--- config.mk ---
export PLATFORM = sky130hd
export DESIGN_NAME = sop_cover_to_truth_table
export DESIGN_NICKNAME = d
export VERILOG_FILES = /design/src/sctt_pkg.sv /design/src/sop_cover_to_truth_table.sv /design/src/sctt_front.sv /design/src/sctt_queue.sv /design/src/sctt_back.sv
export SDC_FILE = /design/constraint.sdc
export NUM_CORES = 1
export LEC_CHECK = 0
export ABC_AREA = 1
export BUFFER_PORTS_ARGS = -buffer_cell sky130_fd_sc_hd__buf_2
export CORE_UTILIZATION = 35
export DETAILED_ROUTE_END_ITERATION = 8
export REMOVE_ABC_BUFFERS = 1
export SLEW_MARGIN = 20
export SYNTH_ARGS = -nofsm -noshare
export SYNTH_HDL_FRONTEND = slang
export SYNTH_SLANG_ARGS = --single-unit
--- constraint.sdc ---
create_clock -name aclk -period 3.4 [get_ports aclk]
set_input_delay 0.34 -clock aclk [delete_from_list [all_inputs] [get_ports aclk]]
set_output_delay 0.34 -clock aclk [all_outputs]
set_load 0.05 [all_outputs]
--- src/sctt_pkg.sv ---
package sctt_pkg;

    // Widths of the word fields
    localparam int unsigned MAX_GATE_INPUTS = 6;
    localparam int unsigned COUNT_W         = 3;
    localparam int unsigned CUBE_W          = 6;
    localparam int unsigned TABLE_W         = 64;
    localparam int unsigned S_TDATA_W       = 16;
    localparam int unsigned S_TUSER_W       = 2;
    localparam int unsigned QUEUE_DEPTH     = 2;
    localparam int unsigned QPTR_W          = $clog2(QUEUE_DEPTH);
    localparam int unsigned QCNT_W          = $clog2(QUEUE_DEPTH + 1);

    // Bit positions inside s_tuser
    localparam int unsigned TUSER_FIRST = 0;
    localparam int unsigned TUSER_HAS   = 1;

    // Reset value of max_inputs
    localparam logic [COUNT_W-1:0] MAX_INPUTS_RESET = COUNT_W'(MAX_GATE_INPUTS);

    // One classified row, passed from front to back
    typedef struct packed {
        logic [COUNT_W-1:0] gate_n;    // input count in force for this row
        logic [CUBE_W-1:0]  care;      // care mask, positions >= n already cleared
        logic [CUBE_W-1:0]  value;
        logic               out_zero;
        logic               first;
        logic               last;
        logic               has;
        logic               kept;      // gate within both input limits
    } cube_op_t;

    // Queue push from the front end
    typedef struct packed {
        logic     push;
        cube_op_t op;
    } front_push_t;

    // Care positions that exist for an n-input gate
    function automatic logic [CUBE_W-1:0] pos_mask(input logic [COUNT_W-1:0] n);
        logic [CUBE_W:0] full;
        full = '0;
        if (n >= COUNT_W'(CUBE_W)) begin
            return '1;
        end
        full = (CUBE_W+1)'(1) << n;
        return CUBE_W'(full - (CUBE_W+1)'(1));
    endfunction

    // Minterms that exist for an n-input gate
    function automatic logic [TABLE_W-1:0] minterm_mask(input logic [COUNT_W-1:0] n);
        logic [TABLE_W-1:0] m;
        m = '1;
        case (n)
            3'd0:    m = TABLE_W'(64'h1);
            3'd1:    m = TABLE_W'(64'h3);
            3'd2:    m = TABLE_W'(64'hF);
            3'd3:    m = TABLE_W'(64'hFF);
            3'd4:    m = TABLE_W'(64'hFFFF);
            3'd5:    m = TABLE_W'(64'hFFFF_FFFF);
            default: m = '1;
        endcase
        return m;
    endfunction

    // All minterms covered by one cube, each checked on its own
    function automatic logic [TABLE_W-1:0] cube_hits(input logic [CUBE_W-1:0] care,
                                                     input logic [CUBE_W-1:0] value);
        logic [TABLE_W-1:0] hits;
        hits = '0;
        for (int m = 0; m < TABLE_W; m++) begin
            hits[m] = (((CUBE_W'(m)) ^ value) & care) == '0;
        end
        return hits;
    endfunction

endpackage

--- src/sop_cover_to_truth_table.sv ---
// Builds the 64-bit truth table of one sum-of-products gate from its cover rows,
// one cube per input word, and returns one word per gate on its last row. Rows
// stream at one word per clock unless the two-entry queue is full or a last row
// waits for the output register: each cube is matched against all 64 minterms
// at once and folded into the table in the back-end stage. The last row is
// classified into a two-entry queue, then folded into the output register.
// The gate's polarity comes from the first row that carries a cube; a gate with
// no cube gives zero, and a gate wider than max_inputs (cfg port, reset 6) or 6
// returns gate_kept = 0 with a zero table. Write cfg only while the block is idle.
module sop_cover_to_truth_table (
    input  logic                            aclk,
    input  logic                            aresetn,
    input  logic                            cfg_we,
    input  logic [sctt_pkg::COUNT_W-1:0]    cfg_wdata,     // max_inputs
    input  logic                            s_tvalid,
    output logic                            s_tready,
    // num_inputs[2:0], cube_care[8:3], cube_value[14:9], row_output_zero[15]
    input  logic [sctt_pkg::S_TDATA_W-1:0]  s_tdata,
    // first_row[0], has_row[1]
    input  logic [sctt_pkg::S_TUSER_W-1:0]  s_tuser,
    input  logic                            s_tlast,       // last_row
    output logic                            m_tvalid,
    input  logic                            m_tready,
    // truth_table[63:0]
    output logic [sctt_pkg::TABLE_W-1:0]    m_tdata,
    // gate_kept[0]
    output logic                            m_tuser
);

    logic [sctt_pkg::COUNT_W-1:0] max_inputs_reg;
    sctt_pkg::front_push_t        fp;
    sctt_pkg::cube_op_t           head;
    logic                         q_full, q_not_empty, q_pop;

    // Configuration register
    always_ff @(posedge aclk) begin
        if (!aresetn) begin
            max_inputs_reg <= sctt_pkg::MAX_INPUTS_RESET;
        end else if (cfg_we) begin
            max_inputs_reg <= cfg_wdata;
        end
    end

    sctt_front u_front (
        .aclk       (aclk),
        .aresetn    (aresetn),
        .s_tvalid   (s_tvalid),
        .s_tready   (s_tready),
        .s_tdata    (s_tdata),
        .s_tuser    (s_tuser),
        .s_tlast    (s_tlast),
        .max_inputs (max_inputs_reg),
        .queue_full (q_full),
        .fp         (fp)
    );

    sctt_queue u_queue (
        .aclk      (aclk),
        .aresetn   (aresetn),
        .fp        (fp),
        .full      (q_full),
        .not_empty (q_not_empty),
        .pop       (q_pop),
        .head      (head)
    );

    sctt_back u_back (
        .aclk     (aclk),
        .aresetn  (aresetn),
        .op_valid (q_not_empty),
        .op       (head),
        .op_pop   (q_pop),
        .m_tvalid (m_tvalid),
        .m_tready (m_tready),
        .m_tdata  (m_tdata),
        .m_tuser  (m_tuser)
    );

endmodule

--- src/sctt_front.sv ---
module sctt_front (
    input  logic                              aclk,
    input  logic                              aresetn,
    input  logic                              s_tvalid,
    output logic                              s_tready,
    input  logic [sctt_pkg::S_TDATA_W-1:0]    s_tdata,
    input  logic [sctt_pkg::S_TUSER_W-1:0]    s_tuser,
    input  logic                              s_tlast,
    input  logic [sctt_pkg::COUNT_W-1:0]      max_inputs,
    input  logic                              queue_full,
    output sctt_pkg::front_push_t             fp
);

    logic [sctt_pkg::COUNT_W-1:0] gate_n_reg, gate_n_next;
    logic [sctt_pkg::COUNT_W-1:0] word_n, eff_n;
    logic [sctt_pkg::CUBE_W-1:0]  word_care, word_value;
    logic                         word_first, accept;

    // Unpack the word
    assign word_n     = s_tdata[2:0];
    assign word_care  = s_tdata[8:3];
    assign word_value = s_tdata[14:9];
    assign word_first = s_tuser[sctt_pkg::TUSER_FIRST];

    assign s_tready = !queue_full;
    assign accept   = s_tvalid && s_tready;

    // Input count in force: loaded on a first row, held otherwise
    assign eff_n       = word_first ? word_n : gate_n_reg;
    assign gate_n_next = accept ? eff_n : gate_n_reg;

    always_ff @(posedge aclk) begin
        if (!aresetn) begin
            gate_n_reg <= '0;
        end else begin
            gate_n_reg <= gate_n_next;
        end
    end

    // Classify the row
    always_comb begin
        fp.push        = accept;
        fp.op.gate_n   = eff_n;
        fp.op.care     = word_care & sctt_pkg::pos_mask(eff_n);
        fp.op.value    = word_value;
        fp.op.out_zero = s_tdata[15];
        fp.op.first    = word_first;
        fp.op.last     = s_tlast;
        fp.op.has      = s_tuser[sctt_pkg::TUSER_HAS];
        fp.op.kept     = (eff_n <= max_inputs) &&
                         (eff_n <= sctt_pkg::COUNT_W'(sctt_pkg::MAX_GATE_INPUTS));
    end

endmodule

--- src/sctt_queue.sv ---
module sctt_queue (
    input  logic                  aclk,
    input  logic                  aresetn,
    input  sctt_pkg::front_push_t fp,
    output logic                  full,
    output logic                  not_empty,
    input  logic                  pop,
    output sctt_pkg::cube_op_t    head
);

    sctt_pkg::cube_op_t            entries_reg [sctt_pkg::QUEUE_DEPTH];
    logic [sctt_pkg::QPTR_W-1:0]   wr_ptr_reg, wr_ptr_next;
    logic [sctt_pkg::QPTR_W-1:0]   rd_ptr_reg, rd_ptr_next;
    logic [sctt_pkg::QCNT_W-1:0]   count_reg, count_next;
    logic                          do_pop;

    assign full      = count_reg == sctt_pkg::QCNT_W'(sctt_pkg::QUEUE_DEPTH);
    assign not_empty = count_reg != '0;
    assign do_pop    = pop && not_empty;
    assign head      = entries_reg[rd_ptr_reg];

    // Pointer and fill count
    always_comb begin
        wr_ptr_next = wr_ptr_reg;
        rd_ptr_next = rd_ptr_reg;
        count_next  = count_reg;
        if (fp.push) begin
            wr_ptr_next = (wr_ptr_reg == sctt_pkg::QPTR_W'(sctt_pkg::QUEUE_DEPTH - 1)) ?
                          '0 : wr_ptr_reg + 1'b1;
        end
        if (do_pop) begin
            rd_ptr_next = (rd_ptr_reg == sctt_pkg::QPTR_W'(sctt_pkg::QUEUE_DEPTH - 1)) ?
                          '0 : rd_ptr_reg + 1'b1;
        end
        if (fp.push && !do_pop) begin
            count_next = count_reg + 1'b1;
        end else if (!fp.push && do_pop) begin
            count_next = count_reg - 1'b1;
        end
    end

    always_ff @(posedge aclk) begin
        if (!aresetn) begin
            wr_ptr_reg <= '0;
            rd_ptr_reg <= '0;
            count_reg  <= '0;
        end else begin
            wr_ptr_reg <= wr_ptr_next;
            rd_ptr_reg <= rd_ptr_next;
            count_reg  <= count_next;
        end
    end

    // Entry storage, no reset needed
    always_ff @(posedge aclk) begin
        if (fp.push) begin
            entries_reg[wr_ptr_reg] <= fp.op;
        end
    end

endmodule

--- src/sctt_back.sv ---
module sctt_back (
    input  logic                            aclk,
    input  logic                            aresetn,
    input  logic                            op_valid,
    input  sctt_pkg::cube_op_t              op,
    output logic                            op_pop,
    output logic                            m_tvalid,
    input  logic                            m_tready,
    output logic [sctt_pkg::TABLE_W-1:0]    m_tdata,
    output logic                            m_tuser
);

    logic [sctt_pkg::TABLE_W-1:0] acc_reg, acc_next;
    logic                         pol_reg, pol_next;
    logic                         seen_reg, seen_next;
    logic                         out_valid_reg, out_valid_next;
    logic [sctt_pkg::TABLE_W-1:0] out_table_reg, out_table_next;
    logic                         out_kept_reg, out_kept_next;

    logic [sctt_pkg::TABLE_W-1:0] acc_w, hits;
    logic                         pol_w, seen_w, out_free;

    // A last row needs the output register free, other rows never stall
    assign out_free = !out_valid_reg || m_tready;
    assign op_pop   = op_valid && (!op.last || out_free);
    assign hits     = sctt_pkg::cube_hits(op.care, op.value);

    // Fold the cube into the table
    always_comb begin
        acc_w  = op.first ? '0   : acc_reg;
        pol_w  = op.first ? 1'b0 : pol_reg;
        seen_w = op.first ? 1'b0 : seen_reg;
        if (op.has) begin
            if (!seen_w) begin
                pol_w  = op.out_zero;
                acc_w  = op.out_zero ? '1 : '0;
                seen_w = 1'b1;
            end
            acc_w = pol_w ? (acc_w & ~hits) : (acc_w | hits);
        end
    end

    // Gate state and output register
    always_comb begin
        acc_next       = acc_reg;
        pol_next       = pol_reg;
        seen_next      = seen_reg;
        out_table_next = out_table_reg;
        out_kept_next  = out_kept_reg;
        out_valid_next = out_valid_reg && !m_tready;
        if (op_pop) begin
            if (op.last) begin
                acc_next       = '0;
                pol_next       = 1'b0;
                seen_next      = 1'b0;
                out_valid_next = 1'b1;
                out_kept_next  = op.kept;
                out_table_next = (op.kept && seen_w) ?
                                 (acc_w & sctt_pkg::minterm_mask(op.gate_n)) : '0;
            end else begin
                acc_next  = acc_w;
                pol_next  = pol_w;
                seen_next = seen_w;
            end
        end
    end

    always_ff @(posedge aclk) begin
        if (!aresetn) begin
            acc_reg       <= '0;
            pol_reg       <= 1'b0;
            seen_reg      <= 1'b0;
            out_valid_reg <= 1'b0;
        end else begin
            acc_reg       <= acc_next;
            pol_reg       <= pol_next;
            seen_reg      <= seen_next;
            out_valid_reg <= out_valid_next;
        end
    end

    always_ff @(posedge aclk) begin
        out_table_reg <= out_table_next;
        out_kept_reg  <= out_kept_next;
    end

    assign m_tvalid = out_valid_reg;
    assign m_tdata  = out_table_reg;
    assign m_tuser  = out_kept_reg;

endmodule

==> results.json, run 1 <==
{
  "clock_power_share": 0.163,
  "vias_per_cell": 5.00,
  "combPwrFrac": 0.576,
  "crit_arrival_ns": 2.86,
  "clockBufferDepth": 2,
  "ys_seq_elements": 183,
  "holdPathStages": 1,
  "core_area_mm2": 0.0290,
  "holdBufCountCts": 0,
  "fin_setup_tns_ns": 0,
  "power.density_mw_per_mm2": 1080,
  "power_switching_uw": 6670,
  "design.die.area_mm2": 0.0304,
  "grt_overflow": 0,
  "place_area_mm2": 0.0112,
  "netlist_instances": 1313,
  "grt_max_degree": 67,
  "first_iter_violations": 709,
  "drtAntennaViolNets": 0,
  "worstHoldPathType": "input port to register",
  "synth.yosys.seq_area_share": 0.453,
  "final_common_cell": "nand2_1",
  "postCtsSetupBuffers": 0,
  "ctsResizeCount": 0,
  "dp_hpwl_um": 16800,
  "initial_utilization": 0.359,
  "grt_pass1_wl_um": 43900,
  "sequentialPowerShare": 0.261,
  "syn_avg_cell_area_um2": 7.93,
  "leakage_uw": 0.00492,
  "clock_sinks": 183,
  "cp.required_ns": 3.65,
  "final.fill_count": 2964,
  "gr-usage-all-layers": 0.182,
  "rows": 62,
  "final_max_slew_viol_count": 0,
  "die_w_um": 174,
  "finalHoldViolations": 0,
  "intPower_uw": 6050,
  "antenna_cells": 0,
  "setup_viol_count_final": 0,
  "clk_latency_ns": 0.44,
  "ir_drop_mv": 0.451,
  "min-delay-start": "s_tdata[13]",
  "start_kind": "register",
  "synth_edf_count": 105,
  "status": "completed",
  "wl_per_cell_um": 15.5,
  "grt_pass1_vias": 8248,
  "dr_total_vias": 8811,
  "yosysUniqueCellTypes": 35,
  "root_buffer": "clkbuf_16",
  "antenna_found_initial": 0,
  "yosysWarnings": 0,
  "rr_worst_depth": 12,
  "period_needed_ns": 2.61,
  "drive_gt1_frac": 0.229,
  "synth_async_sr_flop_share": 0,
  "synth-main-ff-cell": "edfxtp_1",
  "finalWeightedCongestion": 0.779,
  "fp.dieH_um": 174,
  "cts_made_buffers": 17,
  "path_class": "register to register",
  "wl_um": 27300,
  "rsz0062_at_grt": "false",
  "cp_max_fo": 17,
  "io_pins": 94,
  "cts_tree": "built",
  "fin_nets": 1396,
  "htree_levels": 4,
  "sw_frac_of_total": 0.524,
  "path_clk_slew_ns": 0.08,
  "timing.fmax_mhz": 383,
  "io_buffers": 93,
  "final_cell_mix": "nand2_1 (453), nand3_1 (207), edfxtp_1 (105)",
  "relSlewSlack": 0.360,
  "finalCritPeriodShare": 0.769,
  "hold_ws_ns": 0.0901,
  "fin_area_mm2": 0.0118,
  "synthesis.area_mm2": 0.0104,
  "skew_ns": 0.0134,
  "drv_cap": 0,
  "dr.pass1.iters": 5,
  "drc": 0,
  "endpoint_kind": "register",
  "worst_pin_slew_ns": 0.957,
  "area_growth_pct": 13.3
}
-- cell type report --
| type | instances | area, um^2 | area share |
|---|---|---|---|
| Multi-Input combinational cell | 949 | 4940 | 0.418 |
| Sequential cell | 183 | 4710 | 0.400 |
| Timing Repair Buffer | 118 | 703 | 0.0596 |
| Tap cell | 384 | 480 | 0.0407 |
| Clock buffer | 17 | 425 | 0.0361 |
| Inverter | 95 | 357 | 0.0302 |
| Clock inverter | 15 | 183 | 0.0155 |
-- critical path, cell delays in order (launching register included) --
cell,delay (ns)
dfxtp_1,0.47
inv_2,0.11
buf_4,0.23
nand2_1,0.11
nand2_1,0.05
nand2_1,0.09
nand2_1,0.06
inv_1,0.49
buf_4,0.35
nand2_1,0.08
nand2_1,0.07
nand3_1,0.08
a21oi_1,0.23
-- synth_stat cells (4+ instances only) --
cell type / n / area share
a21oi_1: 63 / 0.030
a21oi_2: 70 / 0.059
and2_1: 4 / 0.0024
buf_2: 44 / 0.021
buf_6: 5 / 0.0054
clkbuf_1: 31 / 0.011
dfxtp_1: 78 / 0.15
edfxtp_1: 105 / 0.30
ha_1: 5 / 0.0060
inv_1: 90 / 0.032
inv_2: 4 / 0.0014
nand2_1: 453 / 0.16
nand2_2: 17 / 0.010
nand2_4: 17 / 0.018
nand3_1: 207 / 0.10
nand3_2: 29 / 0.028
nor2_1: 18 / 0.0065
nor2_4: 16 / 0.017
o21ai_0: 30 / 0.014
-- power by group through the flow --
stage,sequential [uW],combinational [uW],clock [uW]
global route,3380,8100,2190
CTS,3320,7360,2120
floorplan,4220,4450,0
global placement,3360,7220,0
detailed placement,3360,7330,0
finish,3320,7330,2080
-- layer usage --
metal / vias to the layer above / GRT usage / share of wire
li1: 4439 / - / -
met1: 4070 / 0.247 / 0.46
met2: 275 / 0.298 / 0.47
met3: 27 / 0.0287 / 0.058
met4: 0 / 0.0541 / 0.015
met5: - / 0 / 0
-- cell families (layout without fill, tap and decap cells) --
group / after synthesis / after routing / synth area share
AOI/OAI and AO/OA: 175 / 175 / 0.113
buffers and inverters: 181 / 245 / 0.0764
adders and majority gates: 5 / 5 / 0.00601
and+or+nand+nor: 767 / 767 / 0.350
DFF: 183 / 183 / 0.453
xor gates and xnor gates: 1 / 1 / 0.000841
muxes: 1 / 1 / 0.000962
-- stage by stage --
step	instances	total power, uW	worst slack [ns]	util
final	1761	12700	0.787	0.407
after global placement	1729	10600	0.753	0.386
after global routing	1761	13700	0.563	0.407
after floorplan	1227	8680	-1.46	-
after CTS	1761	12800	0.836	0.407
after detailed placement	1729	10700	0.868	0.386
-- final timing paths --
path | slack (ns) | to
setup / recovery | 0.79 | u_back.m_tdata[16]
setup reg to reg | 0.79 | u_back.m_tdata[16]
hold / removal | 0.09 | u_queue.entries_reg[0][9]
hold reg to reg | 0.45 | register
Note: power is estimated with default switching activity, not from simulation.
==> inputs of run 2 (changes only) <==
--- a/config.mk
+++ b/config.mk
@@ -5,7 +5,7 @@
 export SDC_FILE = /design/constraint.sdc
 export NUM_CORES = 1
 export LEC_CHECK = 0
-export ABC_AREA = 1
+export ABC_AREA = 0
 export BUFFER_PORTS_ARGS = -buffer_cell sky130_fd_sc_hd__buf_2
 export CORE_UTILIZATION = 35
 export DETAILED_ROUTE_END_ITERATION = 8
==> constraint.sdc (replaced) <==
create_clock -name aclk -period 2.5 [get_ports aclk]
set_input_delay 0.25 -clock aclk [delete_from_list [all_inputs] [get_ports aclk]]
set_output_delay 0.25 -clock aclk [all_outputs]
set_load 0.05 [all_outputs]
==> run 2 against run 1 <==
Compared with the run above:
- count of clock-buffer cells in the layout rose by 4
- non-clock buffer count rose by 41
- clock skew barely moved
- sequential power rose by 31%
- sequential cell count did not move
- global-route usage rose by 0.20 points
- setup slack got worse by 0.65 ns
- maximum frequency rose by 10%
- utilization rose by 1.9 points
- synthesized cell count fell by 22%
==> results.json, run 2 <==
{
  "status": "completed",
  "ys_top_cells_by_area": "edfxtp_1 (33%), dfxtp_1 (16%), o31ai_1 (6.5%), o21ai_0 (6.2%), nand2_1 (5.8%)",
  "rows": 60,
  "leakage_uw": 0.00412,
  "sw_frac_of_total": 0.446,
  "ys_seq_elements": 183,
  "worstHoldPathType": "input port to register",
  "dp_hpwl_um": 17000,
  "power_switching_uw": 6240,
  "worst_pin_slew_ns": 0.528,
  "path_cells": "buf_4 > o21a_1 > nand4_2 > a211oi_1 > o21bai_1 > a31o_2",
  "start_kind": "register",
  "netlist_instances": 1021,
  "dr.pass1.iters": 5,
  "fin_area_mm2": 0.0115,
  "endpoint_kind": "register",
  "hold_ws_ns": 0.00961,
  "crit_arrival_ns": 2.56,
  "finalCritPeriodShare": 0.947,
  "grt_max_degree": 66,
  "final_common_cell": "nand2_1",
  "syn_avg_cell_area_um2": 9.44,
  "instances_no_fill": 1457,
  "synth_async_sr_flop_share": 0,
  "cts_tree": "built",
  "dp_slack_ns": 0.0517,
  "fp.dieH_um": 168,
  "wl_um": 26200,
  "intPower_uw": 7740,
  "yosysWarnings": 0,
  "gr-usage-all-layers": 0.184,
  "worst_slack_ns": 0.133,
  "cp_max_fo": 23,
  "synth_edf_count": 105,
  "clock_sinks": 183,
  "core_area_mm2": 0.0270,
  "slowest_stage": "dfxtp_4",
  "path_class": "register to register",
  "sequentialPowerShare": 0.311,
  "io_pins": 94,
  "vias_per_cell": 5.73,
  "r2r-end": "u_back.m_tdata[50]",
  "finalWeightedCongestion": 0.819,
  "die_w_um": 168,
  "final_max_slew_viol_count": 0,
  "wl_per_cell_um": 17.9,
  "dpl.cell_count": 1420,
  "period_needed_ns": 2.37,
  "grt_overflow": 0,
  "fin_nets": 1135,
  "grt_pass1_vias": 7583,
  "finalHoldViolations": 0,
  "initial_utilization": 0.358,
  "area_growth_pct": 19.1,
  "setup_viol_count_final": 0,
  "min-delay-start": "s_tdata[13]",
  "cts_made_buffers": 17,
  "drtAntennaViolNets": 0,
  "htree_levels": 4,
  "holdPathStages": 1,
  "final_cell_mix": "nand2_1 (149), o21ai_0 (120), edfxtp_1 (105)",
  "ir_drop_mv": 0.476,
  "io_buffers": 93,
  "synth.yosys.seq_area_share": 0.489,
  "path_clk_slew_ns": 0.07,
  "timing.fmax_mhz": 422,
  "design.die.area_mm2": 0.0282,
  "drive_gt1_frac": 0.191,
  "clock_power_share": 0.200,
  "reg2reg_slack_ns": 0.13,
  "first_iter_violations": 618,
  "min_to": "u_queue.entries_reg[1][9]",
  "root_buffer": "clkbuf_16",
  "synth_common_cells": "nand2_1 (150), o21ai_0 (120), edfxtp_1 (105)",
  "yosysTopAreaCellShare": 0.327,
  "fin_setup_tns_ns": 0,
  "crit_buf_inv": 1,
  "dr_total_vias": 8350,
  "synth-main-ff-cell": "edfxtp_1",
  "cp.required_ns": 2.69,
  "cpPeakStageDelay_ns": 0.48,
  "drc": 0,
  "yosysUniqueCellTypes": 57,
  "critPathTopFamily": "compound AO/OA/AOI/OAI gates",
  "antenna_cells": 0,
  "rsz0062_at_grt": "true",
  "clockBufferDepth": 2,
  "synthesis.area_mm2": 0.00964,
  "yosysMostFrequentCell": "nand2_1",
  "antenna_found_initial": 0,
  "place_area_mm2": 0.0108,
  "grt_pass1_wl_um": 41400,
  "clk_latency_ns": 0.44,
  "combPwrFrac": 0.489,
  "rr_worst_depth": 6,
  "power.density_mw_per_mm2": 1220,
  "relSlewSlack": 0.638,
  "synth_top_area_cell": "edfxtp_1",
  "drv_cap": 0,
  "skew_ns": 0.0136
}
==> run 2: cell count changes after synthesis, moves of 24 or more <==
cell	change
o311a_1	+41
a21oi_2	-70
o221ai_1	+24
or3_1	+43
o31ai_1	+83
nand3_2	-29
clkbuf_1	+38
inv_1	-76
nand2_1	-303
o21ai_0	+90
nand3_1	-191
buf_2	-30
==> run 2: cell families (layout without fill, tap and decap cells) <==
family / count (synthesis) / count (layout) / share of synthesized area
AOI/OAI and AO/OA: 390 / 390 / 0.278
xor gates and xnor gates: 11 / 11 / 0.00999
adders and majority gates: 5 / 5 / 0.00649
buffers and inverters: 111 / 206 / 0.0482
DFF: 183 / 183 / 0.489
muxes: 19 / 19 / 0.0212
and+or+nand+nor: 302 / 302 / 0.147
==> run 2: power by group through the flow <==
stage | sequential [uW] | combinational (uW) | clock [uW]
after CTS | 4340 | 6790 | 2850
after detailed placement | 4400 | 6760 | 0
after global routing | 4410 | 7420 | 2970
after floorplan | 5390 | 3400 | 0
after global placement | 4390 | 6660 | 0
final | 4340 | 6840 | 2800
==> run 2: repair_timing <==
| action | 4_1_cts | 5_1_grt |
|---|---|---|
| endpoints found under the hold margin | 10 | 0 |
| setup buffers | 0 | 0 |
| setup endpoints to repair | 0 | 97 |
| hold buffers | 5 | 0 |
| gates resized for setup | 0 | 6 |
==> run 2: stage by stage <==
stage / util / total power, uW
after detailed placement: 0.400 / 11200
after global placement: 0.400 / 11000
final: 0.426 / 14000
after CTS: 0.425 / 14000
after floorplan: - / 8800
after global routing: 0.426 / 14800
==> run 2: routing by layer <==
layer | vias up | wire length (um) | global-route usage | share of wire
met3 | 37 | 1290 | 0.0306 | 0.049
met4 | 0 | 510 | 0.0538 | 0.020
met2 | 275 | 12300 | 0.303 | 0.47
met1 | 3964 | 12000 | 0.248 | 0.46
met5 | - | 0 | 0 | 0
li1 | 4074 | - | - | -
==> run 2: final cells by class <==
cell class / instances / area, um^2
tap: 341 / 427
multi-input combinational: 727 / 4530
inverter: 15 / 56.3
clock inverter: 11 / 136
fill: 2603 / 15500
timing repair buffer: 159 / 1140
sequential: 183 / 4720
clock buffer: 21 / 472
==> run 2: worst max path at each step <==
stage               cells past startpoint                 end
floorplan                               3   u_back.m_tdata[0]
global placement                        7  u_back.m_tdata[47]
detailed placement                      7  u_back.m_tdata[47]
CTS                                     7  u_back.m_tdata[47]
global route                            7   u_back.m_tdata[1]
finish                                  6  u_back.m_tdata[50]
==> inputs of run 3 (changes only) <==
--- a/config.mk
+++ b/config.mk
@@ -13,4 +13,5 @@
 export SLEW_MARGIN = 20
 export SYNTH_ARGS = -nofsm -noshare
 export SYNTH_HDL_FRONTEND = slang
+export SYNTH_HIERARCHICAL = 1
 export SYNTH_SLANG_ARGS = --single-unit
==> run 3 against run 2 <==
Compared with the run above:
- hold slack improved by 0.015 ns
- synthesized cell count decreased by 16%
- final area fell by 8.5%
- critical path depth increased by 1
- non-clock buffer count fell by 25
- maximum frequency is 2.3% higher
- sequential cell count unchanged
- largest cell class unchanged
- largest power group unchanged
- highest routed layer is now met5
==> results.json, run 3 <==
{
  "skew_ns": 0.0118,
  "htree_levels": 4,
  "finalCritPeriodShare": 0.926,
  "grt_pass1_vias": 6394,
  "clock_sinks": 183,
  "leakage_uw": 0.00371,
  "clk_latency_ns": 0.43,
  "yosysWarnings": 6,
  "synthesis.area_mm2": 0.00898,
  "gr-usage-all-layers": 0.170,
  "path_clk_slew_ns": 0.07,
  "dr_total_vias": 6569,
  "antenna_found_initial": 1,
  "grt_max_degree": 67,
  "drtAntennaViolNets": 0,
  "power.density_mw_per_mm2": 1240,
  "clockBufferDepth": 2,
  "ir_drop_mv": 0.577,
  "io_buffers": 93,
  "multiInputGateArea_mm2": 0.00384,
  "grt_pass1_wl_um": 34700,
  "postCtsSetupBuffers": 0,
  "drv_cap": 0,
  "ys_seq_elements": 183,
  "dp_hpwl_um": 13000,
  "rows": 58,
  "cp.required_ns": 2.80,
  "cts_made_buffers": 17,
  "cp_max_fo": 66,
  "dp_slack_ns": 0.200,
  "antenna_cells": 0,
  "initial_utilization": 0.357,
  "path_class": "register to register",
  "grt_overflow": 0,
  "wl_per_cell_um": 17.0,
  "synth.yosys.seq_area_share": 0.525,
  "yosys.area_share.simple": 0.133,
  "first_iter_violations": 459,
  "area_growth_pct": 17.0,
  "synth_top_area_cell": "edfxtp_1",
  "syn_avg_cell_area_um2": 10.5,
  "synth_edf_count": 105,
  "synth-main-ff-cell": "edfxtp_1",
  "rsz0062_at_grt": "false",
  "yosysTopAreaCellShare": 0.351,
  "drive_gt1_frac": 0.212,
  "worst_pin_slew_ns": 0.722,
  "design.die.area_mm2": 0.0263,
  "dr.pass1.iters": 5,
  "setup_viol_count_final": 0,
  "synth_async_sr_flop_share": 0,
  "fin_nets": 962,
  "ys_top_cells_by_area": "edfxtp_1 (35%), dfxtp_1 (17%), mux2i_1 (7.5%), nand2_1 (6.1%), o2bb2ai_1 (5.6%)",
  "final_cell_mix": "nand2_1 (145), edfxtp_1 (105), buf_2 (93)",
  "final.fill_count": 2414,
  "yosysUniqueCellTypes": 44,
  "vias_per_cell": 5.16,
  "synth_compound_area_frac": 0.174,
  "status": "completed",
  "ctsResizeCount": 0,
  "yosysMostFrequentCell": "nand2_1",
  "cts_tree": "built",
  "worst_slack_ns": 0.186,
  "io_pins": 94,
  "relSlewSlack": 0.519,
  "synthAdderAreaFrac": 0.00697,
  "regArea_mm2": 0.00471,
  "endpoint_kind": "register",
  "drc": 0,
  "core_area_mm2": 0.0252,
  "period_needed_ns": 2.31,
  "synthMuxAreaShare": 0.109,
  "worstHoldPathType": "input port to register",
  "synth_xor_area_frac": 0.00293,
  "wl_um": 21700,
  "start_kind": "register",
  "root_buffer": "clkbuf_16",
  "netlist_instances": 855,
  "fp.dieH_um": 162,
  "synth_common_cells": "nand2_1 (145), edfxtp_1 (105), dfxtp_1 (78)",
  "finish.utilization": 0.417,
  "crit_arrival_ns": 2.62,
  "timing.fmax_mhz": 432,
  "finalWeightedCongestion": 0.749,
  "final_max_slew_viol_count": 0,
  "final_common_cell": "nand2_1",
  "synth_top_family_by_area": "compound AO/OA/AOI/OAI gates",
  "finalHoldViolations": 0,
  "die_w_um": 162
}
==> run 3: kinds of logic after synthesis <==
logic type	count (synthesis)
AND/OR/NAND/NOR	262
multiplexers	91
AO/OA/AOI/OAI	219
adder cells (fa/ha/maj)	5
buffers and inverters	92
XOR/XNOR	3
flip-flops	183
==> run 3: power by group <==
group / internal (uW) / leakage [uW] / switching, uW
clock: 1440 / 0.000268 / 1200
sequential: 3970 / 0.00163 / 300
combinational: 2010 / 0.00181 / 4130
==> run 3: final cells by class <==
cell class | instances | share of cell area
clock buffer | 19 | 0.0432
clock inverter | 13 | 0.0113
inverter | 14 | 0.00500
multi-input combinational | 580 | 0.366
sequential | 183 | 0.449
tap | 330 | 0.0393
timing repair buffer | 134 | 0.0869
==> run 3: through the flow <==
| stage | instance area, um^2 | total power, uW | cells | setup TNS (ns) | hold slack [ns] |
|---|---|---|---|---|---|
| 2_1_floorplan | 8590 | 8460 | 777 | -287.82 | 0.312 |
| 3_3_place_gp | 9880 | 10400 | 1235 | 0 | 0.440 |
| 3_5_place_dp | 9880 | 10500 | 1235 | 0 | 0.446 |
| 4_1_cts | 10500 | 13100 | 1273 | 0 | 0.00167 |
| 5_1_grt | 10500 | 13800 | 1273 | 0 | 0.00562 |
| 6_report | 10500 | 13100 | 1273 | 0 | 0.0243 |
==> run 3: metal layers <==
metal,track usage,vias to the layer above,share of wire,routed length (um)
li1,-,3248,-,-
met1,0.237,3104,0.48,10400
met4,0.0579,2,0.017,363
met3,0.0352,26,0.054,1160
met5,0,-,0.00060,13
met2,0.261,189,0.45,9790
==> run 3: timing repair <==
item	in CTS	in global routing
endpoints found under the hold margin	12	0
setup endpoints to repair	0	0
hold buffers	6	0
==> run 3: final timing paths <==
path	slack [ns]	cells after the start	to	start
worst max-delay path	0.19	7	u_back/m_tdata[58]	register
worst min-delay path	0.02	1	u_queue/entries_reg[1][4]	s_tdata[15]
worst max register to register	0.19	7	u_back/m_tdata[58]	register
worst min register to register	0.48	2	max_inputs_reg[1]	max_inputs_reg[1]
==> run 3: worst max-delay path, cell delays in order, from the launching register on <==
cell and delay [ns]:
dfxtp_1 0.35, mux2_2 0.42, nor2b_4 0.19, buf_12 0.32
o21ai_2 0.14, or2_2 0.32, nor2_2 0.24, and3_1 0.20
